**src/design/bffrp_pkg.sv**
```systemverilog
// ----------------------------------------------------------------------------
// bffrp_pkg: shared types, constants and microcode for the rectangle placer
// Holds the control word layout, the step codes of the sequencer program and
// the program itself as a constant table.
// ----------------------------------------------------------------------------
`default_nettype none

package bffrp_pkg;

  // Default grid side
  localparam int MAX_SIDE_DEF = 256;

  // Configuration register indexes
  localparam logic CFG_ATLAS_SIDE = 1'b0;
  localparam logic CFG_SPACING    = 1'b1;

  localparam int CFG_DW = 9;

  // Request codes
  localparam logic ACT_PLACE = 1'b0;
  localparam logic ACT_CLEAR = 1'b1;

  // Datapath operations
  localparam int OP_W = 4;
  localparam logic [OP_W-1:0] OP_NOP      = 4'd0;
  localparam logic [OP_W-1:0] OP_CLR_ROW  = 4'd1;
  localparam logic [OP_W-1:0] OP_LATCH    = 4'd2;
  localparam logic [OP_W-1:0] OP_SET_Y1   = 4'd3;
  localparam logic [OP_W-1:0] OP_SET_X1   = 4'd4;
  localparam logic [OP_W-1:0] OP_CLR_R    = 4'd5;
  localparam logic [OP_W-1:0] OP_RD_ROW   = 4'd6;
  localparam logic [OP_W-1:0] OP_LOAD_ROW = 4'd7;
  localparam logic [OP_W-1:0] OP_ADV_C    = 4'd8;
  localparam logic [OP_W-1:0] OP_ADV_R    = 4'd9;
  localparam logic [OP_W-1:0] OP_ADV_X    = 4'd10;
  localparam logic [OP_W-1:0] OP_ADV_Y    = 4'd11;
  localparam logic [OP_W-1:0] OP_SET_BIT  = 4'd12;
  localparam logic [OP_W-1:0] OP_WR_ROW   = 4'd13;
  localparam logic [OP_W-1:0] OP_OUT_HIT  = 4'd14;
  localparam logic [OP_W-1:0] OP_OUT_MISS = 4'd15;

  // Jump conditions
  localparam int CD_W = 4;
  localparam logic [CD_W-1:0] C_ALWAYS     = 4'd0;
  localparam logic [CD_W-1:0] C_ACCEPT     = 4'd1;
  localparam logic [CD_W-1:0] C_IS_CLEAR   = 4'd2;
  localparam logic [CD_W-1:0] C_CLR_LAST   = 4'd3;
  localparam logic [CD_W-1:0] C_ROW_OUT    = 4'd4;
  localparam logic [CD_W-1:0] C_COL_OUT    = 4'd5;
  localparam logic [CD_W-1:0] C_BUSY       = 4'd6;
  localparam logic [CD_W-1:0] C_C_MORE     = 4'd7;
  localparam logic [CD_W-1:0] C_C_SUM_MORE = 4'd8;
  localparam logic [CD_W-1:0] C_R_MORE     = 4'd9;
  localparam logic [CD_W-1:0] C_OUT_FREE   = 4'd10;

  // Program steps
  localparam int PC_W = 5;
  localparam logic [PC_W-1:0] S_RCLR  = 5'd0;
  localparam logic [PC_W-1:0] S_IDLE  = 5'd1;
  localparam logic [PC_W-1:0] S_DISP  = 5'd2;
  localparam logic [PC_W-1:0] S_CLR   = 5'd3;
  localparam logic [PC_W-1:0] S_INIT  = 5'd4;
  localparam logic [PC_W-1:0] S_YCHK  = 5'd5;
  localparam logic [PC_W-1:0] S_XCHK  = 5'd6;
  localparam logic [PC_W-1:0] S_RROW  = 5'd7;
  localparam logic [PC_W-1:0] S_RLOAD = 5'd8;
  localparam logic [PC_W-1:0] S_CCHK  = 5'd9;
  localparam logic [PC_W-1:0] S_CTEST = 5'd10;
  localparam logic [PC_W-1:0] S_RNEXT = 5'd11;
  localparam logic [PC_W-1:0] S_XNEXT = 5'd12;
  localparam logic [PC_W-1:0] S_YNEXT = 5'd13;
  localparam logic [PC_W-1:0] S_MINIT = 5'd14;
  localparam logic [PC_W-1:0] S_MROW  = 5'd15;
  localparam logic [PC_W-1:0] S_MLOAD = 5'd16;
  localparam logic [PC_W-1:0] S_MSET  = 5'd17;
  localparam logic [PC_W-1:0] S_MWR   = 5'd18;
  localparam logic [PC_W-1:0] S_SUCC  = 5'd19;
  localparam logic [PC_W-1:0] S_FAIL  = 5'd20;

  // One control word: operation, condition, target when true, target when false
  typedef struct packed {
    logic [OP_W-1:0] op;
    logic [CD_W-1:0] cond;
    logic [PC_W-1:0] tgt_t;
    logic [PC_W-1:0] tgt_f;
  } ucode_t;

  // Sequencer to datapath
  typedef struct packed {
    logic            idle;
    logic [OP_W-1:0] op;
  } ctrl_t;

  // Datapath to sequencer
  typedef struct packed {
    logic is_clear;
    logic clr_last;
    logic row_out;
    logic col_out;
    logic busy;
    logic c_more;
    logic c_sum_more;
    logic r_more;
    logic out_free;
  } stat_t;

  function automatic ucode_t uw(input logic [OP_W-1:0] op, input logic [CD_W-1:0] cond,
                                input logic [PC_W-1:0] tgt_t,
                                input logic [PC_W-1:0] tgt_f);
    ucode_t w;
    w.op    = op;
    w.cond  = cond;
    w.tgt_t = tgt_t;
    w.tgt_f = tgt_f;
    return w;
  endfunction

  // Placement program
  function automatic ucode_t ucode_rom(input logic [PC_W-1:0] pc);
    ucode_t w;
    unique case (pc)
      S_RCLR:  w = uw(OP_CLR_ROW,  C_CLR_LAST,   S_IDLE,  S_RCLR);
      S_IDLE:  w = uw(OP_LATCH,    C_ACCEPT,     S_DISP,  S_IDLE);
      S_DISP:  w = uw(OP_NOP,      C_IS_CLEAR,   S_CLR,   S_INIT);
      S_CLR:   w = uw(OP_CLR_ROW,  C_CLR_LAST,   S_FAIL,  S_CLR);
      S_INIT:  w = uw(OP_SET_Y1,   C_ALWAYS,     S_YCHK,  S_YCHK);
      S_YCHK:  w = uw(OP_SET_X1,   C_ROW_OUT,    S_FAIL,  S_XCHK);
      S_XCHK:  w = uw(OP_CLR_R,    C_COL_OUT,    S_YNEXT, S_RROW);
      S_RROW:  w = uw(OP_RD_ROW,   C_ALWAYS,     S_RLOAD, S_RLOAD);
      S_RLOAD: w = uw(OP_LOAD_ROW, C_ALWAYS,     S_CCHK,  S_CCHK);
      S_CCHK:  w = uw(OP_ADV_C,    C_BUSY,       S_XNEXT, S_CTEST);
      S_CTEST: w = uw(OP_NOP,      C_C_MORE,     S_CCHK,  S_RNEXT);
      S_RNEXT: w = uw(OP_ADV_R,    C_R_MORE,     S_RROW,  S_MINIT);
      S_XNEXT: w = uw(OP_ADV_X,    C_ALWAYS,     S_XCHK,  S_XCHK);
      S_YNEXT: w = uw(OP_ADV_Y,    C_ALWAYS,     S_YCHK,  S_YCHK);
      S_MINIT: w = uw(OP_CLR_R,    C_ALWAYS,     S_MROW,  S_MROW);
      S_MROW:  w = uw(OP_RD_ROW,   C_ALWAYS,     S_MLOAD, S_MLOAD);
      S_MLOAD: w = uw(OP_LOAD_ROW, C_ALWAYS,     S_MSET,  S_MSET);
      S_MSET:  w = uw(OP_SET_BIT,  C_C_SUM_MORE, S_MSET,  S_MWR);
      S_MWR:   w = uw(OP_WR_ROW,   C_R_MORE,     S_MROW,  S_SUCC);
      S_SUCC:  w = uw(OP_OUT_HIT,  C_OUT_FREE,   S_IDLE,  S_SUCC);
      S_FAIL:  w = uw(OP_OUT_MISS, C_OUT_FREE,   S_IDLE,  S_FAIL);
      default: w = uw(OP_NOP,      C_ALWAYS,     S_IDLE,  S_IDLE);
    endcase
    return w;
  endfunction

endpackage

`default_nettype wire

```
**src/design/bffrp_useq.sv**
```systemverilog
// ----------------------------------------------------------------------------
// bffrp_useq: microcode sequencer
// Step counter over the placement program, one conditional jump per step.
// ----------------------------------------------------------------------------
`default_nettype none

module bffrp_useq
  import bffrp_pkg::*;
(
  input  wire    clk,
  input  wire    rst_n,
  input  wire    in_valid,
  input  stat_t  stat,
  output ctrl_t  ctrl
);

  logic [PC_W-1:0] pc_r;
  logic [PC_W-1:0] pc_nxt;
  ucode_t          word;
  logic            cond_hit;

  // Fetch the control word
  assign word = ucode_rom(pc_r);

  // Select the jump condition
  always_comb begin
    unique case (word.cond)
      C_ALWAYS:     cond_hit = 1'b1;
      C_ACCEPT:     cond_hit = in_valid;
      C_IS_CLEAR:   cond_hit = stat.is_clear;
      C_CLR_LAST:   cond_hit = stat.clr_last;
      C_ROW_OUT:    cond_hit = stat.row_out;
      C_COL_OUT:    cond_hit = stat.col_out;
      C_BUSY:       cond_hit = stat.busy;
      C_C_MORE:     cond_hit = stat.c_more;
      C_C_SUM_MORE: cond_hit = stat.c_sum_more;
      C_R_MORE:     cond_hit = stat.r_more;
      C_OUT_FREE:   cond_hit = stat.out_free;
      default:      cond_hit = 1'b0;
    endcase
  end

  assign pc_nxt    = cond_hit ? word.tgt_t : word.tgt_f;
  assign ctrl.op   = word.op;
  assign ctrl.idle = (pc_r == S_IDLE);

  // Advance the step counter; start with the grid clearing pass
  always_ff @(posedge clk) begin
    if (!rst_n) begin
      pc_r <= S_RCLR;
    end else begin
      pc_r <= pc_nxt;
    end
  end

  // Dispatch only follows an accepted transaction
  a_disp_after_accept: assert property (@(posedge clk) disable iff (!rst_n)
    (pc_r == S_DISP) |-> $past(pc_r == S_IDLE && in_valid))
    else $error("dispatch step entered without an accepted transaction");

  // Clearing pass stays in its step until the last row
  a_clr_hold: assert property (@(posedge clk) disable iff (!rst_n)
    (pc_r == S_CLR && !stat.clr_last) |=> (pc_r == S_CLR))
    else $error("clear pass left before the last row");

endmodule

`default_nettype wire

```
**config.mk**
```make
export PLATFORM = sky130hd
export DESIGN_NAME = bffrp_useq
export DESIGN_NICKNAME = d
export VERILOG_FILES = /design/src/design/bffrp_pkg.sv /design/src/design/bffrp_useq.sv
export SDC_FILE = /design/constraint.sdc
export NUM_CORES = 1
export LEC_CHECK = 0
export BUFFER_PORTS_ARGS = -buffer_cell sky130_fd_sc_hd__buf_2
export CORE_MARGIN = 5
export CORE_UTILIZATION = 58
export CTS_CLUSTER_DIAMETER = 120
export DETAILED_ROUTE_END_ITERATION = 10
export PLACE_DENSITY = 0.78
export SYNTH_ARGS = -nofsm -noshare
export SYNTH_HDL_FRONTEND = slang
export SYNTH_SLANG_ARGS = --single-unit
```
**constraint.sdc**
```tcl
create_clock -name clk -period 3.3 [get_ports clk]
set_input_delay 0.66 -clock clk [delete_from_list [all_inputs] [get_ports clk]]
set_output_delay 0.66 -clock clk [all_outputs]
set_load 0.005 [all_outputs]
```
==> results of run 1 <==
cell families (layout without fill, tap and decap cells):
logic type	Yosys count	in the layout	share of synthesized area
XOR/XNOR	2	2	0.0104
adder cells (fa/ha/maj)	8	8	0.0596
AO/OA/AOI/OAI	51	51	0.228
flip-flops	23	23	0.274
buffers and inverters	28	38	0.0969
multiplexers	16	16	0.105
AND/OR/NAND/NOR	74	74	0.226
per-layer routing:
layer / GRT usage / vias up / share of wire
met5: 0 / - / 0
met4: 0.104 / 0 / 0.033
met3: 0.0490 / 13 / 0.12
met2: 0.353 / 114 / 0.45
met1: 0.305 / 755 / 0.40
li1: - / 739 / -
critical path, delay by kind of cell, from the launching register on:
kind	cells	cell delay, ns
AO/OA/AOI/OAI	3	0.85
flip-flops	1	0.49
AND/OR/NAND/NOR	2	0.41
multiplexers	3	0.66
adder cells (fa/ha/maj)	1	0.37
buffers and inverters	1	0.25
flip-flops by register name (all words and copies together), names as in the netlist:
register  count
word         18
pc_r          5
path summary, 6_finish.rpt:
kind / start / to / slack [ns]
worst min-delay path: word[6] / pc_r[1] / 0.73
worst min register to register: word[6] / pc_r[1] / 0.73
worst max-delay path: word[11] / word[0] / 0.18
worst max register to register: word[11] / word[0] / 0.18
through the flow:
stage / instances / hold slack, ns / setup WS [ns]
3_3_place_gp: 239 / 0.695 / 0.0414
4_1_cts: 243 / 0.734 / 0.233
3_5_place_dp: 239 / 0.691 / 0.0590
5_1_grt: 243 / 0.772 / 0.0473
6_report: 243 / 0.732 / 0.184
2_1_floorplan: 202 / 0.541 / 0.201
layout make-up:
class	count	area, um2	share of cell area
clock buffers	4	26.3	0.0150
flip-flops and latches	23	460	0.262
multi-input cells	151	1060	0.602
repair buffers	23	133	0.0756
inverters	11	41.3	0.0235
well taps	31	38.8	0.0221
cell usage in the layout, fill, tap and decap left out, types with 3 or more instances in the layout:
master and n:
nand2_1 29, dfxtp_1 23, buf_2 16, a21oi_1 15, mux2i_1 12, nor2_1 12
inv_1 8, ha_1 8, nand2b_1 7, o21ai_0 7, buf_4 7, nand3b_1 5
nand3_1 4, o211ai_1 4, inv_2 3, mux2_4 3, a221o_1 3, o221ai_1 3
clkbuf_4 3
power by group:
part / internal, W / total [W] / switching [W]
Combinational: 0.000389 / 0.000871 / 0.000482
Sequential: 0.000365 / 0.000458 / 0.0000931
Clock: 0.0000474 / 0.000137 / 0.0000901
Total: 0.000801 / 0.00147 / 0.000665
==> flow_summary.ini, run 1 <==
[outcome]
status = complete, no violations

[clock_tree]
cts_tree = done
htreeDepth = 1
clock_sinks = 23
post_cts_buffers = 0
ctsRootBufferMaster = clkbuf_4
path_clk_slew_ns = 0.13
cts_resized = 0
insertion_delay_ns = 0.32
clock_path_buffers = 2
postCtsHoldBufs = 0
numCtsBuffers = 3

[grt]
grt_usage = 0.229
grt_max_degree = 24
grt_pass1_wl_mm = 7.50
antenna_found_initial = 0
gr-total-overflow = 0
first_global_vias = 1498

[synth]
synth-seq-cells = 23
synth_top_area_cell = dfxtp_1
syn_area_mm2 = 0.00168
synth_edf_count = 0
async_flop_share = 0
synth_top_area_share = 0.274
synthTopCellsByCount = nand2_1 (29), dfxtp_1 (23), a21oi_1 (15)
synth_top_cells_by_area = dfxtp_1 (27%), mux2i_1 (7.2%), nand2_1 (6.5%), ha_1 (6.0%), a21oi_1 (4.5%)
yosysWarnings = 0
synth_fp_nets = 222
synth-seq-area-share = 0.274
synth_ff_type = dfxtp_1
yosysUniqueCellTypes = 54
synthCells = 202
yosysMostFrequentCell = nand2_1
synth.avg_cell_area_um2 = 8.31

[place]
place_area_mm2 = 0.00173
detailed_place_hpwl_mm = 3.48
io_buffers = 16
gp_congestion = 0.993

[setup_path]
critPathSlowestCell = dfxtp_1
cpMostUsedCell = mux2i_1
cp_cell_sequence = mux2i_1 -> o221ai_2 -> a2111oi_4 -> buf_4 -> mux2i_1 -> nand2b_4 -> ha_1 -> and2_1 -> a221o_1 -> mux2i_1
r2r_cells = 10
endpoint_kind = register
start_kind = register
slowest_delay_ns = 0.49
critPathKind = register to register
arrival_ns = 3.36
worstPathRequired_ns = 3.54
critPathMaxFanout = 10

[layout]
final_util = 0.637
final_cell_area_mm2 = 0.00176
area_growth_pct = 4.55
diodes = 0
nets = 233
n_fill_cell = 243
drive_gt1_frac = 0.193

[sta]
slew_viol_final = 0
tightest_slew_ns = 0.667
hold_viol_final = 0
finalCriticalPeriod_ns = 3.12
fmax_mhz = 321
fin_skew_ns = 0.00455
min_period_over_period = 0.944
rsz0062_at_grt = no
setup_violations = 0
tns_ns = 0
slew_headroom = 0.544

[routing]
ant_nets = 0
viasPerCell = 6.67
drtPass1Iterations = 5
via_count = 1621
drt_iter0_markers = 246
drc = 0
wl_mm = 4.54
routedWlPerCell_um = 18.7

[die]
die_h_um = 63.8
die_x_um = 63.8
io_pins = 17
die_area_mm2 = 0.00407
num_rows = 19
core-area_mm2 = 0.00276
initial_core_util = 0.609

[power_and_ir_drop]
static-leakage-power_nw = 0.811
p_per_area_mw_per_mm2 = 835
vdd_drop_max_mv = 0.557
p_total_w = 0.00147

[job]
cap_violations = 0

[worst_hold_path]
hold_path_depth = 3
holdCritPathClass = register to register
Note: power is estimated with default switching activity, not from simulation.
==> inputs of run 2 (changes only) <==
--- a/config.mk
+++ b/config.mk
@@ -6,8 +6,10 @@
 export NUM_CORES = 1
 export LEC_CHECK = 0
 export BUFFER_PORTS_ARGS = -buffer_cell sky130_fd_sc_hd__buf_2
+export CELL_PAD_IN_SITES_DETAIL_PLACEMENT = 1
+export CELL_PAD_IN_SITES_GLOBAL_PLACEMENT = 1
 export CORE_MARGIN = 5
-export CORE_UTILIZATION = 58
+export CORE_UTILIZATION = 44
 export CTS_CLUSTER_DIAMETER = 120
 export DETAILED_ROUTE_END_ITERATION = 10
 export PLACE_DENSITY = 0.78
==> flow_summary.ini, run 2 (same netlist as run 1, synthesis figures left out) <==
[layout]
final_cell_area_mm2 = 0.00179
mostFrequentLayoutCells = nand2_1 (29), dfxtp_1 (23), buf_2 (16), a21oi_1 (15)
largest_register_ffs = 18
nets = 232
final_common_cell = nand2_1
area_growth_pct = 6.56
drive_gt1_frac = 0.194
final_cell_count_no_fill = 259
diodes = 0
final_util = 0.485

[die]
initial_core_util = 0.455
num_rows = 22
core-area_mm2 = 0.00369
die_area_mm2 = 0.00515
die_h_um = 71.8
io_pins = 17
die_x_um = 71.8

[power_and_ir_drop]
p_per_area_mw_per_mm2 = 846
vdd_drop_max_mv = 0.285
p_total_w = 0.00151
static-leakage-power_nw = 0.817

[clock_tree]
insertion_delay_ns = 0.27
post_cts_buffers = 0
clock_sinks = 23
postCtsHoldBufs = 0
cts_resized = 0
ctsRootBufferMaster = clkbuf_8
path_clk_slew_ns = 0.08
clock_path_buffers = 2
cts_tree = done
htreeDepth = 1
numCtsBuffers = 3

[sta]
setup_violations = 0
hold_viol_final = 0
fin_skew_ns = 0.00981
tns_ns = 0
min_period_over_period = 0.922
slew_viol_final = 0
finalCriticalPeriod_ns = 3.04
tightest_slew_ns = 0.513
fmax_mhz = 329
rsz0062_at_grt = no
slew_headroom = 0.653

[routing]
ant_nets = 0
viasPerCell = 6.05
drt_iter0_markers = 147
drc = 0
via_count = 1567
wl_mm = 5.13
drtPass1Iterations = 4
routedWlPerCell_um = 19.8

[place]
io_buffers = 16
gp_congestion = 0.902
place_inst = 255
place_area_mm2 = 0.00174
detailed_place_hpwl_mm = 3.87

[grt]
gr-total-overflow = 0
first_global_vias = 1606
grt_max_degree = 24
grt_usage = 0.205
antenna_found_initial = 0
grt_pass1_wl_mm = 8.26

[setup_path]
cp_cell_sequence = mux2i_1 -> o221ai_2 -> a2111oi_4 -> buf_4 -> mux2_4 -> inv_1 -> nand2b_1 -> o211ai_1 -> o21ai_0
worstPathRequired_ns = 3.43
endpoint_kind = register
critPathKind = register to register
start_kind = register
arrival_ns = 3.18
critPathSlowestCell = dfxtp_1
slowest_delay_ns = 0.48
critPathBufInv = 2
cp_top_family = compound AO/OA/AOI/OAI gates
critPathMaxFanout = 22

[job]
cap_violations = 0

[outcome]
status = complete, no violations

[worst_hold_path]
holdCritPathClass = register to register
-- run 2: worst min-delay path: cells and delay by family (launching register included) --
| family | cells | cell delay [ns] |
|---|---|---|
| flops | 1 | 0.42 |
| simple gates | 1 | 0.11 |
| mux | 1 | 0.14 |
-- run 2: area by class of cell --
type | count | area [um2]
clock buffer | 3 | 41.3
inverter | 11 | 41.3
clock inverter | 1 | 5.00
tap | 48 | 60.1
timing repair buffer | 22 | 125
fill | 468 | 1900
multi-input combinational | 151 | 1060
sequential | 23 | 460
-- run 2: final timing paths --
path	cells after the start	slack (ns)	from	endpoint
worst max-delay path	9	0.26	word[11]	word[17]
worst min-delay path	2	0.71	word[0]	pc_r[0]
worst max register to register	9	0.26	word[11]	word[17]
worst min register to register	2	0.71	word[0]	pc_r[0]
-- run 2: report_power, final --
part	switching, W	total, W	internal [W]
Clock	0.0000937	0.000178	0.0000843
Combinational	0.000485	0.000870	0.000384
Sequential	0.0000997	0.000465	0.000366
-- run 2: per-stage QoR --
step | hold WS [ns] | setup slack, ns
finish | 0.713 | 0.256
global route | 0.776 | 0.0986
CTS | 0.718 | 0.287
global placement | 0.687 | 0.142
detailed placement | 0.696 | 0.106
floorplan | 0.541 | 0.201
-- run 2: metal layers --
metal  GRT usage  share of wire  up-vias
met5           0              0        -
met4      0.0522          0.018        0
met3      0.0505          0.091       12
met2       0.352           0.48       84
met1       0.255           0.41      735
li1            -              -      736
==> inputs of run 3 (changes only) <==
--- a/config.mk
+++ b/config.mk
@@ -9,10 +9,11 @@
 export CELL_PAD_IN_SITES_DETAIL_PLACEMENT = 1
 export CELL_PAD_IN_SITES_GLOBAL_PLACEMENT = 1
 export CORE_MARGIN = 5
-export CORE_UTILIZATION = 44
+export CORE_UTILIZATION = 35
+export CTS_BUF_LIST = sky130_fd_sc_hd__clkbuf_16
 export CTS_CLUSTER_DIAMETER = 120
 export DETAILED_ROUTE_END_ITERATION = 10
-export PLACE_DENSITY = 0.78
+export PLACE_DENSITY = 0.67
 export SYNTH_ARGS = -nofsm -noshare
 export SYNTH_HDL_FRONTEND = slang
 export SYNTH_SLANG_ARGS = --single-unit
==> constraint.sdc (replaced) <==
create_clock -name clk -period 2.5 [get_ports clk]
set_input_delay 0.5 -clock clk [delete_from_list [all_inputs] [get_ports clk]]
set_output_delay 0.5 -clock clk [all_outputs]
set_load 0.005 [all_outputs]
==> flow_summary.ini, run 3 (same netlist as run 1, synthesis figures left out) <==
[setup_path]
critPathKind = register to register
critPathLaunch = word[11]
endpoint_kind = register
reg2reg_from = word[11]
arrival_ns = 2.91
worstPathRequired_ns = 2.64
start_kind = register
critPathMaxFanout = 4

[layout]
multiInputGateArea_mm2 = 0.00128
diodes = 0
final_cell_area_mm2 = 0.00257
drive_gt1_frac = 0.471
final_common_cell = buf_4
mostFrequentLayoutCells = buf_4 (41), nand2_1 (26), dfxtp_1 (22), buf_2 (16), a21oi_1 (12)
seqCellArea_um2 = 464
final_util = 0.548
largest_register_ffs = 18
area_growth_pct = 53.1
n_fill_cell = 541
final_cell_count_no_fill = 313
nets = 280

[clock_tree]
htreeDepth = 1
postCtsHoldBufs = 0
path_clk_slew_ns = 0.06
numCtsBuffers = 3
clock_path_buffers = 2
insertion_delay_ns = 0.26
ctsRootBufferMaster = clkbuf_16
clock_sinks = 23
cts_tree = done

[worst_hold_path]
holdCritPathClass = input port to register
min-delay-start = rst_n

[power_and_ir_drop]
p_per_area_mw_per_mm2 = 1200
static-leakage-power_nw = 1.13
vdd_drop_max_mv = 0.539

[die]
io_pins = 17
num_rows = 25
die_x_um = 79.3
core-area_mm2 = 0.00469
initial_core_util = 0.358
die_area_mm2 = 0.00628
die_h_um = 79.3

[routing]
via_count = 1828
wl_mm = 7.32
viasPerCell = 5.84
ant_nets = 0
drc = 0
drt_iter0_markers = 143
routedWlPerCell_um = 23.4
drtPass1Iterations = 4

[sta]
setup_slack_ns = -0.273
slew_viol_final = 0
setup_violations = 14
tightest_slew_ns = 0.628
rsz0062_at_grt = yes
fin_skew_ns = 0.00334
finalCriticalPeriod_ns = 2.77
slew_headroom = 0.581
hold-worst-slack_ns = 0.673
hold_viol_final = 0
min_period_over_period = 1.11
fmax_mhz = 361

[outcome]
status = finished with violations
violations = setup timing

[grt]
first_global_vias = 1814
grt_pass1_wl_mm = 9.61
antenna_found_initial = 0
grt_max_degree = 24
gr-total-overflow = 0
grt_usage = 0.201

[job]
cap_violations = 0

[place]
place_inst = 292
place_area_mm2 = 0.00203
io_buffers = 16
gp_congestion = 0.876
detailed_place_hpwl_mm = 4.40
run 3: where the power goes:
part	total [W]	internal, W	switching (W)
clock	0.000358	0.000216	0.000142
combinational	0.00210	0.00111	0.000988
sequential	0.000617	0.000488	0.000129
total	0.00308	0.00182	0.00126
run 3: layer usage:
layer  vias to the layer above  GRT usage  share of wire
met5                         -          0              0
met4                         0     0.0687          0.027
met3                        17     0.0306          0.057
met2                        82      0.348           0.50
met1                       896      0.252           0.41
li1                        833          -              -
run 3: area by class of cell:
type | count | area share
Multi-Input combinational cell | 151 | 0.497
Timing Repair Buffer | 70 | 0.242
Sequential cell | 23 | 0.181
Clock buffer | 3 | 0.0292
Tap cell | 54 | 0.0263
Inverter | 11 | 0.0234
Clock inverter | 1 | 0.00195
run 3: final timing paths:
kind,slack (ns),end,cells after the start
max reg2reg,-0.27,word[16],14
min reg2reg,0.71,pc_r[0],2
min,0.67,pc_r[0],3
max,-0.27,word[16],14
run 3: worst max-delay path, cell delays in order, from the launching register on:
cell and delay, ns:
dfxtp_4 0.36, buf_6 0.11, mux2i_2 0.22, nor3_2 0.07
a2111oi_4 0.35, buf_4 0.20, mux2i_1 0.17, nand2b_4 0.17
buf_4 0.12, ha_4 0.15, nand2_1 0.08, mux2i_1 0.26
a211oi_2 0.08, a21oi_1 0.20, a21oi_1 0.09
run 3: repair_timing:
item | 4_1_cts | 5_1_grt
endpoints found under the setup margin | 18 | 18
buffers inserted | 7 | 10
gates resized for setup | 26 | 32
cloned | 1 | 1
pin swaps | 9 | 9
hold endpoints to repair | 0 | 0
run 3: metrics by stage:
stage / total power [W] / worst slack (ns) / setup TNS (ns)
6_report: 0.00308 / -0.273 / -1.79
5_1_grt: 0.00322 / -0.396 / -3.43
4_1_cts: 0.00265 / -0.131 / -0.691
3_5_place_dp: 0.00201 / -0.427 / -5.45
3_3_place_gp: 0.00198 / -0.398 / -4.89
2_1_floorplan: 0.00156 / -0.271 / -1.45
